## src/design/calendar_date_register_core_defines.svh

```systemverilog
// Assertion macros for the calendar date register core.
// Included by the top level; relies on clk and rst_n being in scope.
`ifndef CALENDAR_DATE_REGISTER_CORE_DEFINES_SVH
`define CALENDAR_DATE_REGISTER_CORE_DEFINES_SVH

// Same-cycle implication, disabled during reset.
`define CDR_ASSERT_SAME(lbl, ante, cons, msg) \
  lbl: assert property (@(posedge clk) disable iff (!rst_n) (ante) |-> (cons)) \
    else $error(msg);

// Next-cycle implication, disabled during reset.
`define CDR_ASSERT_NEXT(lbl, ante, cons, msg) \
  lbl: assert property (@(posedge clk) disable iff (!rst_n) (ante) |=> (cons)) \
    else $error(msg);

`endif

```

## src/design/cdr_pkg.sv

```systemverilog
// Shared types, constants and calendar helpers for the date register core.
// No dependencies; used by the interfaces and the top level.
package cdr_pkg;

  localparam int KIND_W     = 2;
  localparam int DAY_W      = 5;
  localparam int NEW_DAY_W  = 6;
  localparam int MONTH_W    = 4;
  localparam int YEAR_W     = 12;
  localparam int COUNT_W    = 12;
  localparam int CFG_IDX_W  = 2;
  localparam int CFG_DATA_W = 12;

  typedef enum logic [KIND_W-1:0] {
    KIND_SET        = 2'd0,
    KIND_ADD_DAYS   = 2'd1,
    KIND_ADD_MONTHS = 2'd2,
    KIND_ADD_YEARS  = 2'd3
  } kind_t;

  localparam logic [CFG_IDX_W-1:0] CFG_DEFAULT_DAY   = 2'd0;
  localparam logic [CFG_IDX_W-1:0] CFG_DEFAULT_MONTH = 2'd1;
  localparam logic [CFG_IDX_W-1:0] CFG_DEFAULT_YEAR  = 2'd2;

  localparam logic [DAY_W-1:0]   RST_DAY    = 5'd7;
  localparam logic [MONTH_W-1:0] RST_MONTH  = 4'd8;
  localparam logic [YEAR_W-1:0]  RST_YEAR   = 12'd1986;
  localparam logic [YEAR_W-1:0]  YEAR_CEIL  = 12'd4095;
  localparam logic [MONTH_W-1:0] JAN        = 4'd1;
  localparam logic [MONTH_W-1:0] FEB        = 4'd2;
  localparam logic [MONTH_W-1:0] MAR        = 4'd3;
  localparam logic [MONTH_W-1:0] DEC        = 4'd12;
  localparam logic [DAY_W-1:0]   FIRST_DAY  = 5'd1;
  localparam logic [DAY_W-1:0]   LEAP_DAY   = 5'd29;

  // y / 100 as (y * 5243) >> 19, exact for 12-bit y
  localparam logic [12:0] DIV100_MUL   = 13'd5243;
  localparam int          DIV100_SHIFT = 19;

  function automatic logic [DAY_W-1:0] days_in(input logic [MONTH_W-1:0] m);
    logic [DAY_W-1:0] d;
    case (m)
      4'd2:                      d = 5'd28;
      4'd4, 4'd6, 4'd9, 4'd11:   d = 5'd30;
      default:                   d = 5'd31;  // 31-day months and out-of-range codes
    endcase
    return d;
  endfunction

  function automatic logic [5:0] div100(input logic [YEAR_W-1:0] y);
    logic [24:0] p;
    p = {13'd0, y} * {12'd0, DIV100_MUL};
    return p[DIV100_SHIFT+5:DIV100_SHIFT];
  endfunction

  // q is y / 100; century years are leap only when q is a multiple of 4
  function automatic logic leap_from(input logic [YEAR_W-1:0] y, input logic [5:0] q);
    logic [YEAR_W-1:0] hund;
    hund = {q, 6'd0} + {1'b0, q, 5'd0} + {4'd0, q, 2'd0};
    return (y[1:0] == 2'd0) && ((y != hund) || (q[1:0] == 2'd0));
  endfunction

endpackage

```

## src/design/cdr_if.sv

```systemverilog
// Item channels of the date register core: operation request and date result.
// Depends on cdr_pkg for field widths.
interface cdr_in_if;
  import cdr_pkg::*;
  logic                 valid;
  logic                 ready;
  logic [KIND_W-1:0]    kind;
  logic [NEW_DAY_W-1:0] new_day;
  logic [MONTH_W-1:0]   new_month;
  logic [YEAR_W-1:0]    new_year;
  logic [COUNT_W-1:0]   step_count;
  modport source (output valid, kind, new_day, new_month, new_year, step_count,
                  input ready);
  modport sink   (input valid, kind, new_day, new_month, new_year, step_count,
                  output ready);
endinterface

interface cdr_out_if;
  import cdr_pkg::*;
  logic               valid;
  logic               ready;
  logic [DAY_W-1:0]   cur_day;
  logic [MONTH_W-1:0] cur_month;
  logic [YEAR_W-1:0]  cur_year;
  logic               day_rejected;
  modport source (output valid, cur_day, cur_month, cur_year, day_rejected,
                  input ready);
  modport sink   (input valid, cur_day, cur_month, cur_year, day_rejected,
                  output ready);
endinterface

```

## src/design/calendar_date_register_core.sv

```systemverilog
// Gregorian date register: set, add days, add months, add years, one result per item.
// Set and add-years pass the load or year-add state, the leap wait and a day check
// or fix-up; add-days/add-months step one day or month per cycle through the shared step unit.
// Next item is taken the cycle after the result is loaded; a full output register
// stalls only the final load. Sync active-low reset: date 7/8/1986, same defaults.
// Depends on cdr_pkg, cdr_if and calendar_date_register_core_defines.svh.
module calendar_date_register_core #(
  parameter int COUNT_BITS     = 12,
  parameter int MAX_VALID_YEAR = 3000
) (
  input  logic                           clk,
  input  logic                           rst_n,
  cdr_in_if.sink                         in_ch,
  cdr_out_if.source                      out_ch,
  input  logic                           cfg_we,
  input  logic [cdr_pkg::CFG_IDX_W-1:0]  cfg_idx,
  input  logic [cdr_pkg::CFG_DATA_W-1:0] cfg_wdata
);
  import cdr_pkg::*;
  `include "calendar_date_register_core_defines.svh"

  // only the low COUNT_BITS of the 12-bit count matter
  localparam int CNT_W = (COUNT_BITS < COUNT_W) ? COUNT_BITS : COUNT_W;
  localparam logic [YEAR_W-1:0] MAX_YEAR = YEAR_W'(MAX_VALID_YEAR);
  // countdown loaded into wait_r so that leap_r reflects a year write before it is read
  localparam logic [1:0] LEAP_WAIT = 2'd1;

  typedef enum logic [3:0] {
    ST_IDLE,
    ST_SET_LOAD,   // validated year and month written
    ST_LEAP_WAIT,  // leap pipeline catching up with year_r
    ST_SET_DAY,    // day checked against new month/year
    ST_DAYS,       // one day per cycle
    ST_MONTHS,     // one month per cycle
    ST_YEARS_ADD,  // saturating year add
    ST_YEARS_FIX,  // 29 Feb -> 1 Mar when the new year is not leap
    ST_DONE        // hand result to the output register
  } state_t;

  state_t               state_r, state_nxt;
  kind_t                kind_r, kind_nxt;
  logic [DAY_W-1:0]     day_r, day_nxt;
  logic [MONTH_W-1:0]   month_r, month_nxt;
  logic [YEAR_W-1:0]    year_r, year_nxt;
  logic [CNT_W-1:0]     cnt_r, cnt_nxt;
  logic [NEW_DAY_W-1:0] nd_r, nd_nxt;
  logic [MONTH_W-1:0]   nm_r, nm_nxt;
  logic [YEAR_W-1:0]    ny_r, ny_nxt;
  logic                 rej_r, rej_nxt;
  logic [1:0]           wait_r, wait_nxt;

  logic                 out_valid_r, out_valid_nxt;
  logic [DAY_W-1:0]     out_day_r, out_day_nxt;
  logic [MONTH_W-1:0]   out_month_r, out_month_nxt;
  logic [YEAR_W-1:0]    out_year_r, out_year_nxt;
  logic                 out_rej_r, out_rej_nxt;

  logic [DAY_W-1:0]     dflt_day_r;
  logic [MONTH_W-1:0]   dflt_month_r;
  logic [YEAR_W-1:0]    dflt_year_r;

  // leap flag pipeline: quotient stage, then compare stage
  logic [YEAR_W-1:0]    y1_r;
  logic [5:0]           q_r;
  logic                 leap_r;

  logic                 in_fire;
  logic [5:0]           d_inc;
  logic [4:0]           m_inc;
  logic [YEAR_W-1:0]    y_inc;
  logic [YEAR_W:0]      y_sum;
  logic                 month_wrap;
  logic                 out_free;

  assign in_ch.ready         = (state_r == ST_IDLE);
  assign in_fire             = in_ch.valid && (state_r == ST_IDLE);
  assign out_ch.valid        = out_valid_r;
  assign out_ch.cur_day      = out_day_r;
  assign out_ch.cur_month    = out_month_r;
  assign out_ch.cur_year     = out_year_r;
  assign out_ch.day_rejected = out_rej_r;
  assign out_free            = !out_valid_r || out_ch.ready;

  // shared step unit
  assign d_inc      = {1'b0, day_r} + 6'd1;
  assign m_inc      = {1'b0, month_r} + 5'd1;
  assign month_wrap = (m_inc > {1'b0, DEC});
  assign y_inc      = (year_r == YEAR_CEIL) ? year_r : year_r + 12'd1;
  assign y_sum      = {1'b0, year_r} + (YEAR_W+1)'(cnt_r);

  always_ff @(posedge clk) begin
    y1_r   <= year_r;
    q_r    <= div100(year_r);
    leap_r <= leap_from(y1_r, q_r);
  end

  // configuration registers
  always_ff @(posedge clk) begin
    if (!rst_n) begin
      dflt_day_r   <= RST_DAY;
      dflt_month_r <= RST_MONTH;
      dflt_year_r  <= RST_YEAR;
    end else if (cfg_we) begin
      unique case (cfg_idx)
        CFG_DEFAULT_DAY:   dflt_day_r   <= cfg_wdata[DAY_W-1:0];
        CFG_DEFAULT_MONTH: dflt_month_r <= cfg_wdata[MONTH_W-1:0];
        CFG_DEFAULT_YEAR:  dflt_year_r  <= cfg_wdata[YEAR_W-1:0];
        default: ;  // no register at this index
      endcase
    end
  end

  always_comb begin
    state_nxt     = state_r;
    kind_nxt      = kind_r;
    day_nxt       = day_r;
    month_nxt     = month_r;
    year_nxt      = year_r;
    cnt_nxt       = cnt_r;
    nd_nxt        = nd_r;
    nm_nxt        = nm_r;
    ny_nxt        = ny_r;
    rej_nxt       = rej_r;
    wait_nxt      = wait_r;
    out_valid_nxt = out_valid_r && !out_ch.ready;
    out_day_nxt   = out_day_r;
    out_month_nxt = out_month_r;
    out_year_nxt  = out_year_r;
    out_rej_nxt   = out_rej_r;

    unique case (state_r)
      ST_IDLE: begin
        if (in_fire) begin
          kind_nxt = kind_t'(in_ch.kind);
          nd_nxt   = in_ch.new_day;
          nm_nxt   = in_ch.new_month;
          ny_nxt   = in_ch.new_year;
          cnt_nxt  = in_ch.step_count[CNT_W-1:0];
          rej_nxt  = 1'b0;
          unique case (kind_t'(in_ch.kind))
            KIND_SET:        state_nxt = ST_SET_LOAD;
            KIND_ADD_DAYS:   state_nxt = ST_DAYS;
            KIND_ADD_MONTHS: state_nxt = ST_MONTHS;
            KIND_ADD_YEARS:  state_nxt = ST_YEARS_ADD;
            default:         state_nxt = ST_IDLE;
          endcase
        end
      end

      ST_SET_LOAD: begin
        year_nxt  = (ny_r != '0 && ny_r <= MAX_YEAR) ? ny_r : dflt_year_r;
        month_nxt = (nm_r != '0 && nm_r <= DEC) ? nm_r : dflt_month_r;
        wait_nxt  = LEAP_WAIT;
        state_nxt = ST_LEAP_WAIT;
      end

      ST_LEAP_WAIT: begin
        if (wait_r != 2'd0) begin
          wait_nxt = wait_r - 2'd1;
        end else if (kind_r == KIND_SET) begin
          state_nxt = ST_SET_DAY;
        end else begin
          state_nxt = ST_YEARS_FIX;
        end
      end

      ST_SET_DAY: begin
        if ((nd_r != '0 && nd_r <= {1'b0, days_in(month_r)}) ||
            (month_r == FEB && nd_r == {1'b0, LEAP_DAY} && leap_r)) begin
          day_nxt = nd_r[DAY_W-1:0];
        end else begin
          day_nxt = dflt_day_r;
          rej_nxt = 1'b1;
        end
        state_nxt = ST_DONE;
      end

      ST_DAYS: begin
        if (cnt_r == '0) begin
          state_nxt = ST_DONE;
        end else begin
          cnt_nxt = cnt_r - 1'b1;
          if (month_r == FEB && d_inc == {1'b0, LEAP_DAY} && leap_r) begin
            day_nxt = d_inc[DAY_W-1:0];
          end else if (d_inc > {1'b0, days_in(month_r)}) begin
            // month carry; a year carry lands on 1 Jan so no leap fix-up
            day_nxt = FIRST_DAY;
            if (month_wrap) begin
              month_nxt = JAN;
              year_nxt  = y_inc;
            end else begin
              month_nxt = m_inc[MONTH_W-1:0];
            end
          end else begin
            day_nxt = d_inc[DAY_W-1:0];
          end
        end
      end

      ST_MONTHS: begin
        if (cnt_r == '0) begin
          state_nxt = ST_DONE;
        end else begin
          cnt_nxt = cnt_r - 1'b1;
          if (month_wrap) begin
            month_nxt = JAN;
            year_nxt  = y_inc;
          end else begin
            month_nxt = m_inc[MONTH_W-1:0];
          end
        end
      end

      ST_YEARS_ADD: begin
        year_nxt  = (y_sum > {1'b0, YEAR_CEIL}) ? YEAR_CEIL : y_sum[YEAR_W-1:0];
        wait_nxt  = LEAP_WAIT;
        state_nxt = ST_LEAP_WAIT;
      end

      ST_YEARS_FIX: begin
        if (day_r == LEAP_DAY && month_r == FEB && !leap_r) begin
          day_nxt   = FIRST_DAY;
          month_nxt = MAR;
        end
        state_nxt = ST_DONE;
      end

      ST_DONE: begin
        if (out_free) begin
          out_valid_nxt = 1'b1;
          out_day_nxt   = day_r;
          out_month_nxt = month_r;
          out_year_nxt  = year_r;
          out_rej_nxt   = rej_r;
          state_nxt     = ST_IDLE;
        end
      end

      default: state_nxt = ST_IDLE;
    endcase
  end

  always_ff @(posedge clk) begin
    if (!rst_n) begin
      state_r     <= ST_IDLE;
      out_valid_r <= 1'b0;
      day_r       <= RST_DAY;
      month_r     <= RST_MONTH;
      year_r      <= RST_YEAR;
      wait_r      <= 2'd0;
      rej_r       <= 1'b0;
    end else begin
      state_r     <= state_nxt;
      out_valid_r <= out_valid_nxt;
      day_r       <= day_nxt;
      month_r     <= month_nxt;
      year_r      <= year_nxt;
      wait_r      <= wait_nxt;
      rej_r       <= rej_nxt;
    end
    kind_r      <= kind_nxt;
    cnt_r       <= cnt_nxt;
    nd_r        <= nd_nxt;
    nm_r        <= nm_nxt;
    ny_r        <= ny_nxt;
    out_day_r   <= out_day_nxt;
    out_month_r <= out_month_nxt;
    out_year_r  <= out_year_nxt;
    out_rej_r   <= out_rej_nxt;
  end

  // an accepted item always leaves idle
  `CDR_ASSERT_NEXT(a_accept_leaves_idle, in_fire, state_r != ST_IDLE, "accept stayed idle")
  // step loops count down by one per step
  `CDR_ASSERT_NEXT(a_step_count_down,
                   (state_r == ST_DAYS || state_r == ST_MONTHS) && cnt_r != '0,
                   cnt_r == $past(cnt_r) - 1'b1, "step counter did not decrement")
  // day and month stepping never moves the year backwards
  `CDR_ASSERT_NEXT(a_year_monotonic, state_r == ST_DAYS || state_r == ST_MONTHS,
                   year_r >= $past(year_r), "year decreased while stepping")
  // a new result only appears out of the done state
  `CDR_ASSERT_SAME(a_result_from_done, $rose(out_valid_r),
                   $past(state_r) == ST_DONE, "result loaded outside done")

endmodule

```

## src/flat_wrapper.sv

```systemverilog
// flat-port wrapper written by rule: the top's interface ports become plain ports
module calendar_date_register_core_flat import cdr_pkg::*;
#(
  parameter int COUNT_BITS     = 12,
  parameter int MAX_VALID_YEAR = 3000
)
  (clk, rst_n, cfg_we, cfg_idx, cfg_wdata, in_ch_valid, in_ch_kind, in_ch_new_day, in_ch_new_month, in_ch_new_year, in_ch_step_count, in_ch_ready, out_ch_valid, out_ch_cur_day, out_ch_cur_month, out_ch_cur_year, out_ch_day_rejected, out_ch_ready);
  cdr_in_if in_ch_i ();
  cdr_out_if out_ch_i ();
  input  logic clk;
  input  logic rst_n;
  input  logic cfg_we;
  input  logic [cdr_pkg::CFG_IDX_W-1:0] cfg_idx;
  input  logic [cdr_pkg::CFG_DATA_W-1:0] cfg_wdata;
  input wire logic [$bits(in_ch_i.valid)-1:0] in_ch_valid;
  input wire logic [$bits(in_ch_i.kind)-1:0] in_ch_kind;
  input wire logic [$bits(in_ch_i.new_day)-1:0] in_ch_new_day;
  input wire logic [$bits(in_ch_i.new_month)-1:0] in_ch_new_month;
  input wire logic [$bits(in_ch_i.new_year)-1:0] in_ch_new_year;
  input wire logic [$bits(in_ch_i.step_count)-1:0] in_ch_step_count;
  output wire logic [$bits(in_ch_i.ready)-1:0] in_ch_ready;
  output wire logic [$bits(out_ch_i.valid)-1:0] out_ch_valid;
  output wire logic [$bits(out_ch_i.cur_day)-1:0] out_ch_cur_day;
  output wire logic [$bits(out_ch_i.cur_month)-1:0] out_ch_cur_month;
  output wire logic [$bits(out_ch_i.cur_year)-1:0] out_ch_cur_year;
  output wire logic [$bits(out_ch_i.day_rejected)-1:0] out_ch_day_rejected;
  input wire logic [$bits(out_ch_i.ready)-1:0] out_ch_ready;
  assign in_ch_i.valid = in_ch_valid;
  assign in_ch_i.kind = in_ch_kind;
  assign in_ch_i.new_day = in_ch_new_day;
  assign in_ch_i.new_month = in_ch_new_month;
  assign in_ch_i.new_year = in_ch_new_year;
  assign in_ch_i.step_count = in_ch_step_count;
  assign in_ch_ready = in_ch_i.ready;
  assign out_ch_valid = out_ch_i.valid;
  assign out_ch_cur_day = out_ch_i.cur_day;
  assign out_ch_cur_month = out_ch_i.cur_month;
  assign out_ch_cur_year = out_ch_i.cur_year;
  assign out_ch_day_rejected = out_ch_i.day_rejected;
  assign out_ch_i.ready = out_ch_ready;
  calendar_date_register_core #(.COUNT_BITS(COUNT_BITS), .MAX_VALID_YEAR(MAX_VALID_YEAR)) u_core (.clk(clk), .rst_n(rst_n), .in_ch(in_ch_i), .out_ch(out_ch_i), .cfg_we(cfg_we), .cfg_idx(cfg_idx), .cfg_wdata(cfg_wdata));
endmodule
```

## config.mk

```make
export PLATFORM = sky130hd
export DESIGN_NAME = calendar_date_register_core_flat
export DESIGN_NICKNAME = d
export VERILOG_FILES = /design/src/design/cdr_pkg.sv /design/src/design/cdr_if.sv /design/src/design/calendar_date_register_core.sv /design/src/flat_wrapper.sv
export VERILOG_INCLUDE_DIRS = /design/src /design/src/design
export SDC_FILE = /design/constraint.sdc
export NUM_CORES = 1
export LEC_CHECK = 0
export ABC_AREA = 1
export BUFFER_PORTS_ARGS = -buffer_cell sky130_fd_sc_hd__buf_2
export CORE_MARGIN = 5
export CORE_UTILIZATION = 56
export DETAILED_ROUTE_END_ITERATION = 10
export GPL_TIMING_DRIVEN = 1
export PLACE_DENSITY = 0.75
export SLEW_MARGIN = 0
export SYNTH_ARGS = -nofsm -noshare
export SYNTH_HDL_FRONTEND = slang
export SYNTH_SLANG_ARGS = --single-unit
export TNS_END_PERCENT = 50
```

## constraint.sdc

```tcl
create_clock -name clk -period 4.5 [get_ports clk]
set_input_delay 0.9 -clock clk [delete_from_list [all_inputs] [get_ports clk]]
set_output_delay 0.9 -clock clk [all_outputs]
set_load 0.03 [all_outputs]
```

==> summary.md, run 1 <==
| Metric | Value |
|---|---|
| Status | `completed` |
| Total I/O pin count | `79` |
| H-tree Lvls | `4` |
| Total iterations of the first detailed-routing run | `5` |
| DR WL/cell | `15.28 µm` |
| Yosys warnings | `0` |
| Source of the worst register-to-register timing path | `u_core.year_r[7]` |
| Slew @ Worst Pin | `1.207 ns` |
| Routed vias/inst | `5.353` |
| Max-slew violation total from the final report | `0` |
| Delay of the slowest critical-path stage | `0.54 ns` |
| Global-route track usage on met2 | `0.3888` |
| Global-route met3 utilization | `0.04464` |
| Final Critical Period | `4.359 ns` |
| Number of antenna violations at the first check in global routing | `0` |
| Wire length of the first global-routing pass | `39950 µm` |
| Number of enable flip-flop cells after synthesis | `58` |
| Total count of hold-check failures in the final report | `0` |
| Kind of end point of the critical path | `register` |
| Starting utilization of the core area | `0.5647` |
| Aggregate global routing overflow | `0` |
| Critical path class | `register to register` |
| Number of nets with antenna violations after routing | `0` |
| Cell area after synthesis | `10070 µm²` |
| Vias in the first global route | `8156` |
| Largest net degree at the start of global routing | `31` |
| Kind of path behind the tightest hold check | `register to register` |
| Number of antenna cells inserted | `0` |
| Proportion of layout cells with a drive suffix above 1 | `0.1246` |
| CTS Buf Count | `17` |
| Via total after detailed routing | `8699` |
| # port buffers | `78` |
| Start point of the worst min-delay path | `u_core.rej_r` |
| Die extent in x | `144.1 µm` |
| CP max stage cell | `fa_1` |
| Final setup TNS | `0 ns` |
| Critical Path AT | `4.68 ns` |
| Sequential-to-total area share from yosys stat | `0.3100` |
| Die extent in y | `144.1 µm` |
| Clock tree from TritonCTS | `yes` |
| Die area | `20770 µm²` |
| Mapped Cells | `1282` |
| Final routed DRC violation total | `0` |
| Final nets | `1603` |
| Gr usage total | `0.2428` |
| Violation count after the first detailed-routing iteration | `584` |
| Cell variety after synth | `43` |
| Count of final setup violators | `0` |
| Crit path max fanout | `4` |
| Finished layout cell area | `11530 µm²` |
| Critical Path, Cell by Cell | `inv_1 -> fa_1 -> fa_1 -> fa_1 -> inv_1 -> fa_1 -> inv_1 -> fa_1 -> inv_1 -> ha_4 -> nand2_1 -> inv_1 -> nand3_2 -> nor3_1 -> nand2_1 -> nand3_1 -> nand2_1` |
| Most Crowded Layer GR | `met2` |
| Max Root-Sink Buffers | `2` |
| Area growth from synthesis to final layout | `14.48%` |
| Row count | `49` |
| Top_reg_cell synth | `dfxtp_1` |
| Data required time of the critical path | `4.82 ns` |
| Clock latency on the worst-skew pair | `0.42 ns` |
| Clock input transition at the sequential cells of the worst setup and hold paths | `0.06 ns` |
| Peak clock frequency supported by timing | `229.4 MHz` |
| Worst reg-to-reg path cell count | `17` |
| Post-synthesis register bit count | `127` |
| Max-slew headroom at the worst pin | `0.1950` |
| Clock tree root buffer cell | `clkbuf_16` |
| Number of nets produced by synthesis | `1502` |
| Per-instance average area after synthesis | `7.859 µm²` |
| Final period utilization | `0.9686` |
| Post-DP HPWL | `19710 µm` |
| Buffer and inverter count on the worst path | `5` |
| Instance area at placement | `10820 µm²` |
| Sort of element at the start of the critical path | `register` |
| CTS sink cnt | `127` |
| Max-Cap Viols | `0` |
| Global Route met1 Usage | `0.3377` |
| Number of cells traversed by the worst hold path | `0` |
| Total wirelength of the detailed-routed design | `24830 µm` |
| Cell depth of the worst setup path | `17` |
| Crit path launch | `u_core.year_r[7]` |
| Global placement routability congestion | `0.9479` |
| Clock skew | `0.007484 ns` |
| Ys async rst share | `0` |
| Core region area | `17840 µm²` |
| Crit-path leading delay family | `adder cells` |
==> worst register-to-register path: cells and delay by family (launching register included) <==
kind | cells | cell delay (ns)
AND/OR/NAND/NOR | 6 | 0.60
flip-flops | 1 | 0.37
adder cells (fa/ha/maj) | 6 | 2.94
buffers and inverters | 5 | 0.34
==> repair_timing <==
| action | in CTS | in global routing |
|---|---|---|
| gates resized for setup | 0 | 20 |
| hold buffers | 0 | 0 |
| setup buffers | 0 | 1 |
| setup endpoints to repair | 0 | 6 |
==> state kept, by name (all words and copies together) (netlist names), 6 cells and up <==
name,cells
u_core.nd_r,6
u_core.year_r,12
u_core.y1_r,12
u_core.dflt_year_r,12
u_core.out_ch.cur_year,12
u_core.q_r,6
u_core.ny_r,12
u_core.cnt_r,12
==> cells in the mapped netlist, types with 21 or more instances <==
cell type | n | area share
a21oi_1 | 70 | 0.035
nand2_1 | 260 | 0.097
dfxtp_1 | 69 | 0.14
nand3_1 | 109 | 0.054
inv_1 | 253 | 0.094
fa_1 | 48 | 0.095
nor2_1 | 84 | 0.031
xor2_1 | 22 | 0.019
edfxtp_1 | 58 | 0.17
nor3_1 | 21 | 0.010
o21ai_0 | 68 | 0.034
ha_1 | 117 | 0.15
==> kinds of logic after synthesis <==
kind of cell / synth area share
AO/OA/AOI/OAI: 0.09302
AND/OR/NAND/NOR: 0.2306
flip-flops: 0.3100
buffers and inverters: 0.1022
adder cells (fa/ha/maj): 0.2407
XOR/XNOR: 0.02347
==> placed cells by master, fill, tap and decap left out, drive strengths merged <==
master / Yosys / layout
nor3: 21 / 21
xor2: 22 / 22
a21oi: 73 / 73
a2bb2oi: 2 / 2
buf: 6 / 98
dfxtp: 69 / 69
ha: 117 / 117
o211ai: 9 / 9
inv: 253 / 258
o21ai: 70 / 70
and3: 1 / 1
clkinv: 0 / 4
clkinvlp: 0 / 1
or2: 4 / 4
clkbuf: 10 / 22
o21bai: 3 / 3
nand3: 112 / 112
a31oi: 5 / 5
o22ai: 1 / 1
a31o: 1 / 1
fa: 48 / 48
nor3b: 1 / 1
nand3b: 3 / 3
nand4: 20 / 20
a21o: 4 / 4
xnor2: 5 / 5
nor2: 90 / 90
o21a: 1 / 1
o31ai: 2 / 2
nor4: 4 / 4
edfxtp: 58 / 58
nand2: 267 / 267
==> metal layers <==
metal / wire (µm) / vias up
li1: - / 4371
met1: 11380 / 4012
met2: 11360 / 268
met3: 1509 / 48
met4: 586 / 0
met5: 0 / -
==> stage by stage <==
stage | hold slack, ns | cells | util | worst slack [ns]
final | 0.4324 | 1625 | 0.6465 | 0.1412
after global routing | 0.4374 | 1625 | 0.6465 | -0.05013
after CTS | 0.4307 | 1624 | 0.6385 | 0.05469
after detailed placement | 0.4205 | 1592 | 0.6065 | 0.1013
after global placement | 0.4170 | 1592 | 0.6065 | 0.1636
after floorplan | 0.4019 | 1282 | - | 0.1456
==> layout make-up <==
cell class | instances | area, µm²
clock buffers | 22 | 496.7
clock inverters | 10 | 75.07
fillers | 1553 | 6307
inverters | 253 | 949.7
multi-input cells | 886 | 6057
flip-flops and latches | 127 | 3128
well taps | 229 | 286.5
repair buffers | 98 | 540.5
==> path summary, 6_finish.rpt <==
check / endpoint / slack, ns
worst max-delay path: u_core.q_r[1] / 0.14
worst min-delay path: u_core.out_ch.day_rejected / 0.43
worst max register to register: u_core.q_r[1] / 0.14
worst min register to register: u_core.out_ch.day_rejected / 0.43
Power of run 1 is not shown: default switching activity piles up to over one toggle a cycle in this logic, so the estimate is an artifact.
==> run 2, diff against run 1 <==
Settings changed: PLACE_DENSITY 0.75 to 0.78.
Clock period 4.5 ns to 3.8 ns, I/O delays scaled along.
==> run 2 against run 1 <==
Net effect:
- the run now ends with setup timing left
- first-iteration DRC count is 5.3% higher
- non-clock buffer count increased by 56
- via count is 4.4% higher
- sequential share of layout area decreased by 1.1 points
- wire length up 3.9%
- die area is the same
- worst hold slack worse by 0.022 ns
- fmax is 7.2% higher
- critical path type unchanged
==> summary.md, run 2 (synthesized netlist as in run 1, its figures left out) <==
| Metric | Value |
|---|---|
| Clock tree root buffer cell | `clkbuf_16 (unchanged)` |
| Total count of hold-check failures in the final report | `0 (unchanged)` |
| Number of cells in the design after placement | `1644 (was 1592)` |
| Max-slew violation total from the final report | `0 (unchanged)` |
| Number of nets with antenna violations after routing | `0 (unchanged)` |
| Max-Cap Viols | `0 (unchanged)` |
| Die area | `20770 µm² (unchanged)` |
| Total iterations of the first detailed-routing run | `7 (was 5)` |
| Area growth from synthesis to final layout | `20.43% (was 14.48%)` |
| Crit path max fanout | `5 (was 4)` |
| Setup slack after placement | `-0.3402 ns (was 0.1013 ns)` |
| Total I/O pin count | `79 (unchanged)` |
| CTS Buf Count | `17 (unchanged)` |
| Kind of path behind the tightest hold check | `register to register (unchanged)` |
| Wire length of the first global-routing pass | `41530 µm (was 39950 µm)` |
| Global placement routability congestion | `0.9269 (was 0.9479)` |
| Minimum hold slack | `0.4102 ns (was 0.4324 ns)` |
| Final Critical Period | `4.064 ns (was 4.359 ns)` |
| Row count | `49 (unchanged)` |
| Footprint of the multi-input gates | `6200 µm² (was 6057 µm²)` |
| Critical Path AT | `4.41 ns (was 4.68 ns)` |
| Max Root-Sink Buffers | `2 (unchanged)` |
| Slew @ Worst Pin | `0.7671 ns (was 1.207 ns)` |
| Failing checks | `setup timing` |
| Die extent in y | `144.1 µm (unchanged)` |
| Number of antenna cells inserted | `0 (unchanged)` |
| Critical path class | `register to register (unchanged)` |
| CTS sink cnt | `127 (unchanged)` |
| Sort of element at the start of the critical path | `register (unchanged)` |
| # port buffers | `78 (unchanged)` |
| Sequential cell area | `3152 µm² (was 3128 µm²)` |
| Most common cell after layout, fill and taps aside | `nand2_1 (unchanged)` |
| Post-Layout Cell Count | `1681 (was 1625)` |
| H-tree Lvls | `4 (unchanged)` |
| Violation count after the first detailed-routing iteration | `615 (was 584)` |
| Final nets | `1659 (was 1603)` |
| Clock tree from TritonCTS | `yes (unchanged)` |
| Final period utilization | `1.070 (was 0.9686)` |
| Layout fillers | `1454 (was 1553)` |
| Status | `finished with violations (was completed)` |
| Max-slew headroom at the worst pin | `0.4881 (was 0.1950)` |
| Largest net degree at the start of global routing | `31 (unchanged)` |
| DR WL/cell | `15.35 µm (was 15.28 µm)` |
| Core region area | `17840 µm² (unchanged)` |
| Count of final setup violators | `6 (was 0)` |
| Total wirelength of the detailed-routed design | `25800 µm (was 24830 µm)` |
| Final routed DRC violation total | `0 (unchanged)` |
| Final setup TNS | `-1.425 ns (was 0 ns)` |
| Post-DP HPWL | `20340 µm (was 19710 µm)` |
| Starting utilization of the core area | `0.5647 (unchanged)` |
| Via total after detailed routing | `9084 (was 8699)` |
| Clock input transition at the sequential cells of the worst setup and hold paths | `0.06 ns (about the same)` |
| Quantity of hold-fixing buffers added after cts | `0 (unchanged)` |
| Proportion of layout cells with a drive suffix above 1 | `0.1860 (was 0.1246)` |
| Unrepaired setup endpoints after global routing | `yes` |
| Post-route setup slack | `-0.2643 ns (was 0.1412 ns)` |
| Die extent in x | `144.1 µm (unchanged)` |
| Gr usage total | `0.2525 (was 0.2428)` |
| Clock skew | `0.01787 ns (was 0.007484 ns)` |
| Routed vias/inst | `5.404 (was 5.353)` |
| Clock latency on the worst-skew pair | `0.44 ns (was 0.42 ns)` |
| Vias in the first global route | `8687 (was 8156)` |
| Kind of end point of the critical path | `register (unchanged)` |
| Peak clock frequency supported by timing | `246.0 MHz (was 229.4 MHz)` |
| Aggregate global routing overflow | `0 (unchanged)` |
| Leading cell types in the layout, fill and taps excluded | `nand2_1, inv_1, nand3_1, ha_1, nor2_1 (was nand2_1, inv_1, ha_1, nand3_1, nor2_1)` |
| Data required time of the critical path | `4.14 ns (was 4.82 ns)` |
| Number of antenna violations at the first check in global routing | `0 (unchanged)` |
run 2: cell count changes in the layout (fill, tap and decap cells not counted), sizes merged:
cell	delta
buf	+56
bufinv	+2
clkbuf	-3
clkinv	+4
clkinvlp	+1
inv	-4
run 2: repair_timing:
| action | 4_1_cts | 5_1_grt |
|---|---|---|
| setup buffers | 5 | 0 |
| resized for setup | 25 | 12 |
| pin swaps | 25 | 11 |
| endpoints found under the setup margin | 6 | 6 |
run 2: worst max-delay path, cell delays in order, from the launching register on:
cell	delay (ns)
dfxtp_4	0.35
buf_4	0.15
ha_1	0.33
inv_1	0.07
fa_1	0.53
fa_1	0.46
fa_1	0.44
inv_1	0.08
fa_1	0.46
ha_4	0.26
a21o_1	0.22
a31oi_4	0.19
nor2_1	0.06
o21bai_1	0.17
nand3_1	0.10
nand2_1	0.07
nand2_1	0.04
run 2: routing by layer:
metal / vias up / GRT usage / part of all wire
met2: 306 / 0.4140 / 0.47
met3: 49 / 0.04332 / 0.070
met5: - / 0 / 0
met1: 4253 / 0.3414 / 0.44
met4: 0 / 0.08395 / 0.021
li1: 4476 / - / -
run 2: worst paths after layout:
path	start	end	slack, ns	cells past startpoint
setup / recovery	u_core.year_r[5]	u_core.q_r[5]	-0.26	16
hold reg to reg	u_core.year_r[2]	u_core.y1_r[2]	0.41	0
hold / removal	u_core.year_r[2]	u_core.y1_r[2]	0.41	0
setup reg to reg	u_core.year_r[5]	u_core.q_r[5]	-0.26	16
run 2: layout make-up:
type                    instances  area share
clock buffers                  19     0.03651
multi-input cells             886      0.5110
repair buffers                154     0.07920
flip-flops and latches        127      0.2598
inverters                     253     0.07848
well taps                     229     0.02362
clock inverters                13     0.01145
run 2: per-stage QoR:
step	utilization	cell area, µm²
finish	0.6801	12130
global route	0.6801	12130
detailed placement	0.6371	11370
floorplan	-	10230
CTS	0.6762	12060
global placement	0.6371	11370
Power of run 2 is left out for the same reason.
==> run 3, diff against run 2 <==
Settings changed: CORE_UTILIZATION 56 to 62, PLACE_DENSITY 0.78 to 0.82.
Clock period 3.8 ns to 3.9 ns, I/O delays scaled along.
==> run 3 against run 2 <==
Net effect:
- the run still ends with setup timing left
- worst hold slack gained 0.029 ns
- non-clock buffer count shrank 10
- clock skew is 0.010 ns lower
- critical path depth grew 1
- via count barely moved
- sequential share of layout area grew 0.30 points
- register-to-register slack improved by 0.04 ns
- die area down 9.0%
==> summary.md, run 3 (synthesized netlist as in run 1, its figures left out) <==
| Metric | Value |
|---|---|
| Quantity of hold-fixing buffers added after cts | `0 (unchanged)` |
| Data required time of the critical path | `4.23 ns (was 4.14 ns)` |
| Sort of element at the start of the critical path | `register (unchanged)` |
| Die extent in y | `137.5 µm (was 144.1 µm)` |
| Max-slew violation total from the final report | `0 (unchanged)` |
| Critical path class | `register to register (unchanged)` |
| Global placement routability congestion | `0.9579 (was 0.9269)` |
| Number of antenna cells inserted | `0 (unchanged)` |
| Peak clock frequency supported by timing | `242.5 MHz (was 246.0 MHz)` |
| DR WL/cell | `15.59 µm (was 15.35 µm)` |
| CTS Buf Count | `17 (unchanged)` |
| Final period utilization | `1.057 (was 1.070)` |
| Gr usage total | `0.2778 (was 0.2525)` |
| CTS sink cnt | `127 (unchanged)` |
| Layout fillers | `1169 (was 1454)` |
| Clock tree root buffer cell | `clkbuf_16 (unchanged)` |
| Routed vias/inst | `5.476 (was 5.404)` |
| Kind of path behind the tightest hold check | `register to register (unchanged)` |
| Crit path max fanout | `4 (was 5)` |
| Total iterations of the first detailed-routing run | `6 (was 7)` |
| Violation count after the first detailed-routing iteration | `963 (was 615)` |
| Critical Path AT | `4.45 ns (was 4.41 ns)` |
| Status | `finished with violations (unchanged)` |
| Row count | `46 (was 49)` |
| Clock input transition at the sequential cells of the worst setup and hold paths | `0.06 ns (about the same)` |
| Failing checks | `setup timing (unchanged)` |
| Core region area | `15890 µm² (was 17840 µm²)` |
| Final nets | `1649 (was 1659)` |
| Slew @ Worst Pin | `0.7549 ns (was 0.7671 ns)` |
| Total count of hold-check failures in the final report | `0 (unchanged)` |
| Die area | `18900 µm² (was 20770 µm²)` |
| Max Root-Sink Buffers | `2 (unchanged)` |
| Total wirelength of the detailed-routed design | `25840 µm (was 25800 µm)` |
| Aggregate global routing overflow | `0 (unchanged)` |
| Clock latency on the worst-skew pair | `0.43 ns (was 0.44 ns)` |
| Largest net degree at the start of global routing | `31 (unchanged)` |
| Wire length of the first global-routing pass | `41010 µm (was 41530 µm)` |
| Max-Cap Viols | `0 (unchanged)` |
| Starting utilization of the core area | `0.6342 (was 0.5647)` |
| Area growth from synthesis to final layout | `19.04% (was 20.43%)` |
| Most common cell after layout, fill and taps aside | `nand2_1 (unchanged)` |
| Post-route setup slack | `-0.2239 ns (was -0.2643 ns)` |
| Max-slew headroom at the worst pin | `0.4962 (was 0.4881)` |
| Final routed DRC violation total | `0 (unchanged)` |
| H-tree Lvls | `4 (unchanged)` |
| Leading cell types in the layout, fill and taps excluded | `nand2_1, inv_1, ha_1, nand3_1, nor2_1 (was nand2_1, inv_1, nand3_1, ha_1, nor2_1)` |
| Clock tree from TritonCTS | `yes (unchanged)` |
| Via total after detailed routing | `9080 (was 9084)` |
| # port buffers | `78 (unchanged)` |
| Total I/O pin count | `79 (unchanged)` |
| Unrepaired setup endpoints after global routing | `yes (unchanged)` |
| Vias in the first global route | `8528 (was 8687)` |
| Post-DP HPWL | `19990 µm (was 20340 µm)` |
| Kind of end point of the critical path | `register (unchanged)` |
| Final Critical Period | `4.124 ns (was 4.064 ns)` |
| Die extent in x | `137.5 µm (was 144.1 µm)` |
| Count of final setup violators | `6 (unchanged)` |
| Proportion of layout cells with a drive suffix above 1 | `0.1720 (was 0.1860)` |
| Minimum hold slack | `0.4388 ns (was 0.4102 ns)` |
| Clock skew | `0.007901 ns (was 0.01787 ns)` |
| Number of antenna violations at the first check in global routing | `0 (unchanged)` |
| Number of nets with antenna violations after routing | `0 (unchanged)` |
[run 3: changes by cell type in the layout (fill, tap and decap cells not counted), moves of 2 or more]
| cell | previous run | this run |
|---|---|---|
| buf_4 | 76 | 65 |
| a21oi_1 | 62 | 66 |
| a21oi_4 | 3 | 0 |
| clkbuf_16 | 17 | 20 |
| clkinv_2 | 4 | 1 |
| fa_1 | 45 | 48 |
| fa_2 | 3 | 0 |
| inv_2 | 10 | 7 |
| bufinv_16 | 2 | 0 |
| ha_1 | 107 | 109 |
| inv_1 | 242 | 244 |
[run 3: path summary, 6_finish.rpt]
check | startpoint | end | slack [ns] | cells past startpoint
setup reg to reg | u_core.year_r[6] | u_core.q_r[5] | -0.22 | 17
hold / removal | u_core.rej_r | u_core.out_ch.day_rejected | 0.44 | 0
setup / recovery | u_core.year_r[6] | u_core.q_r[5] | -0.22 | 17
hold reg to reg | u_core.rej_r | u_core.out_ch.day_rejected | 0.44 | 0
[run 3: worst max-delay path, stage by stage, from the launching register on]
cell	delay (ns)
dfxtp_4	0.36
inv_2	0.04
fa_1	0.58
fa_1	0.46
fa_1	0.52
inv_1	0.05
fa_1	0.48
inv_1	0.05
fa_1	0.49
inv_2	0.05
ha_4	0.29
nand2_4	0.06
inv_4	0.07
nand3_4	0.07
nor4_2	0.21
nand2_1	0.10
nand4_1	0.08
nand2_1	0.05
[run 3: area by class of cell]
class / count / area, µm² / share of cell area
clock inverter: 10 / 75.07 / 0.006260
multi-input combinational: 886 / 6133 / 0.5114
sequential: 127 / 3152 / 0.2628
inverter: 253 / 954.7 / 0.07960
timing repair buffer: 144 / 889.6 / 0.07418
clock buffer: 22 / 518.0 / 0.04319
tap: 216 / 270.3 / 0.02254
[run 3: metrics by stage]
step                      cells  cell area (µm²)  utilization  worst slack [ns]  TNS, ns
after floorplan            1282            10230            -          -0.05440  -0.2009
after global placement     1621            11280       0.7098           -0.1692  -0.8984
after detailed placement   1621            11280       0.7098           -0.3075   -1.442
after CTS                  1658            11980       0.7542           -0.2248   -1.103
after global routing       1658            11990       0.7550           -0.3846   -2.140
final                      1658            11990       0.7550           -0.2239   -1.132
[run 3: metal layers]
layer | share of wire | global-route usage
met1 | 0.43 | 0.3723
met3 | 0.075 | 0.04821
met4 | 0.021 | 0.08758
met2 | 0.47 | 0.4593
met5 | 0 | 0
[run 3: what timing repair did]
| action | CTS | global route |
|---|---|---|
| setup endpoints to repair | 6 | 6 |
| buffers inserted | 5 | 0 |
| resized for setup | 21 | 4 |
| gates cloned | 0 | 0 |
| endpoints found under the hold margin | 0 | 0 |
| pin swaps | 33 | 1 |
Power of run 3 is left out for the same reason.
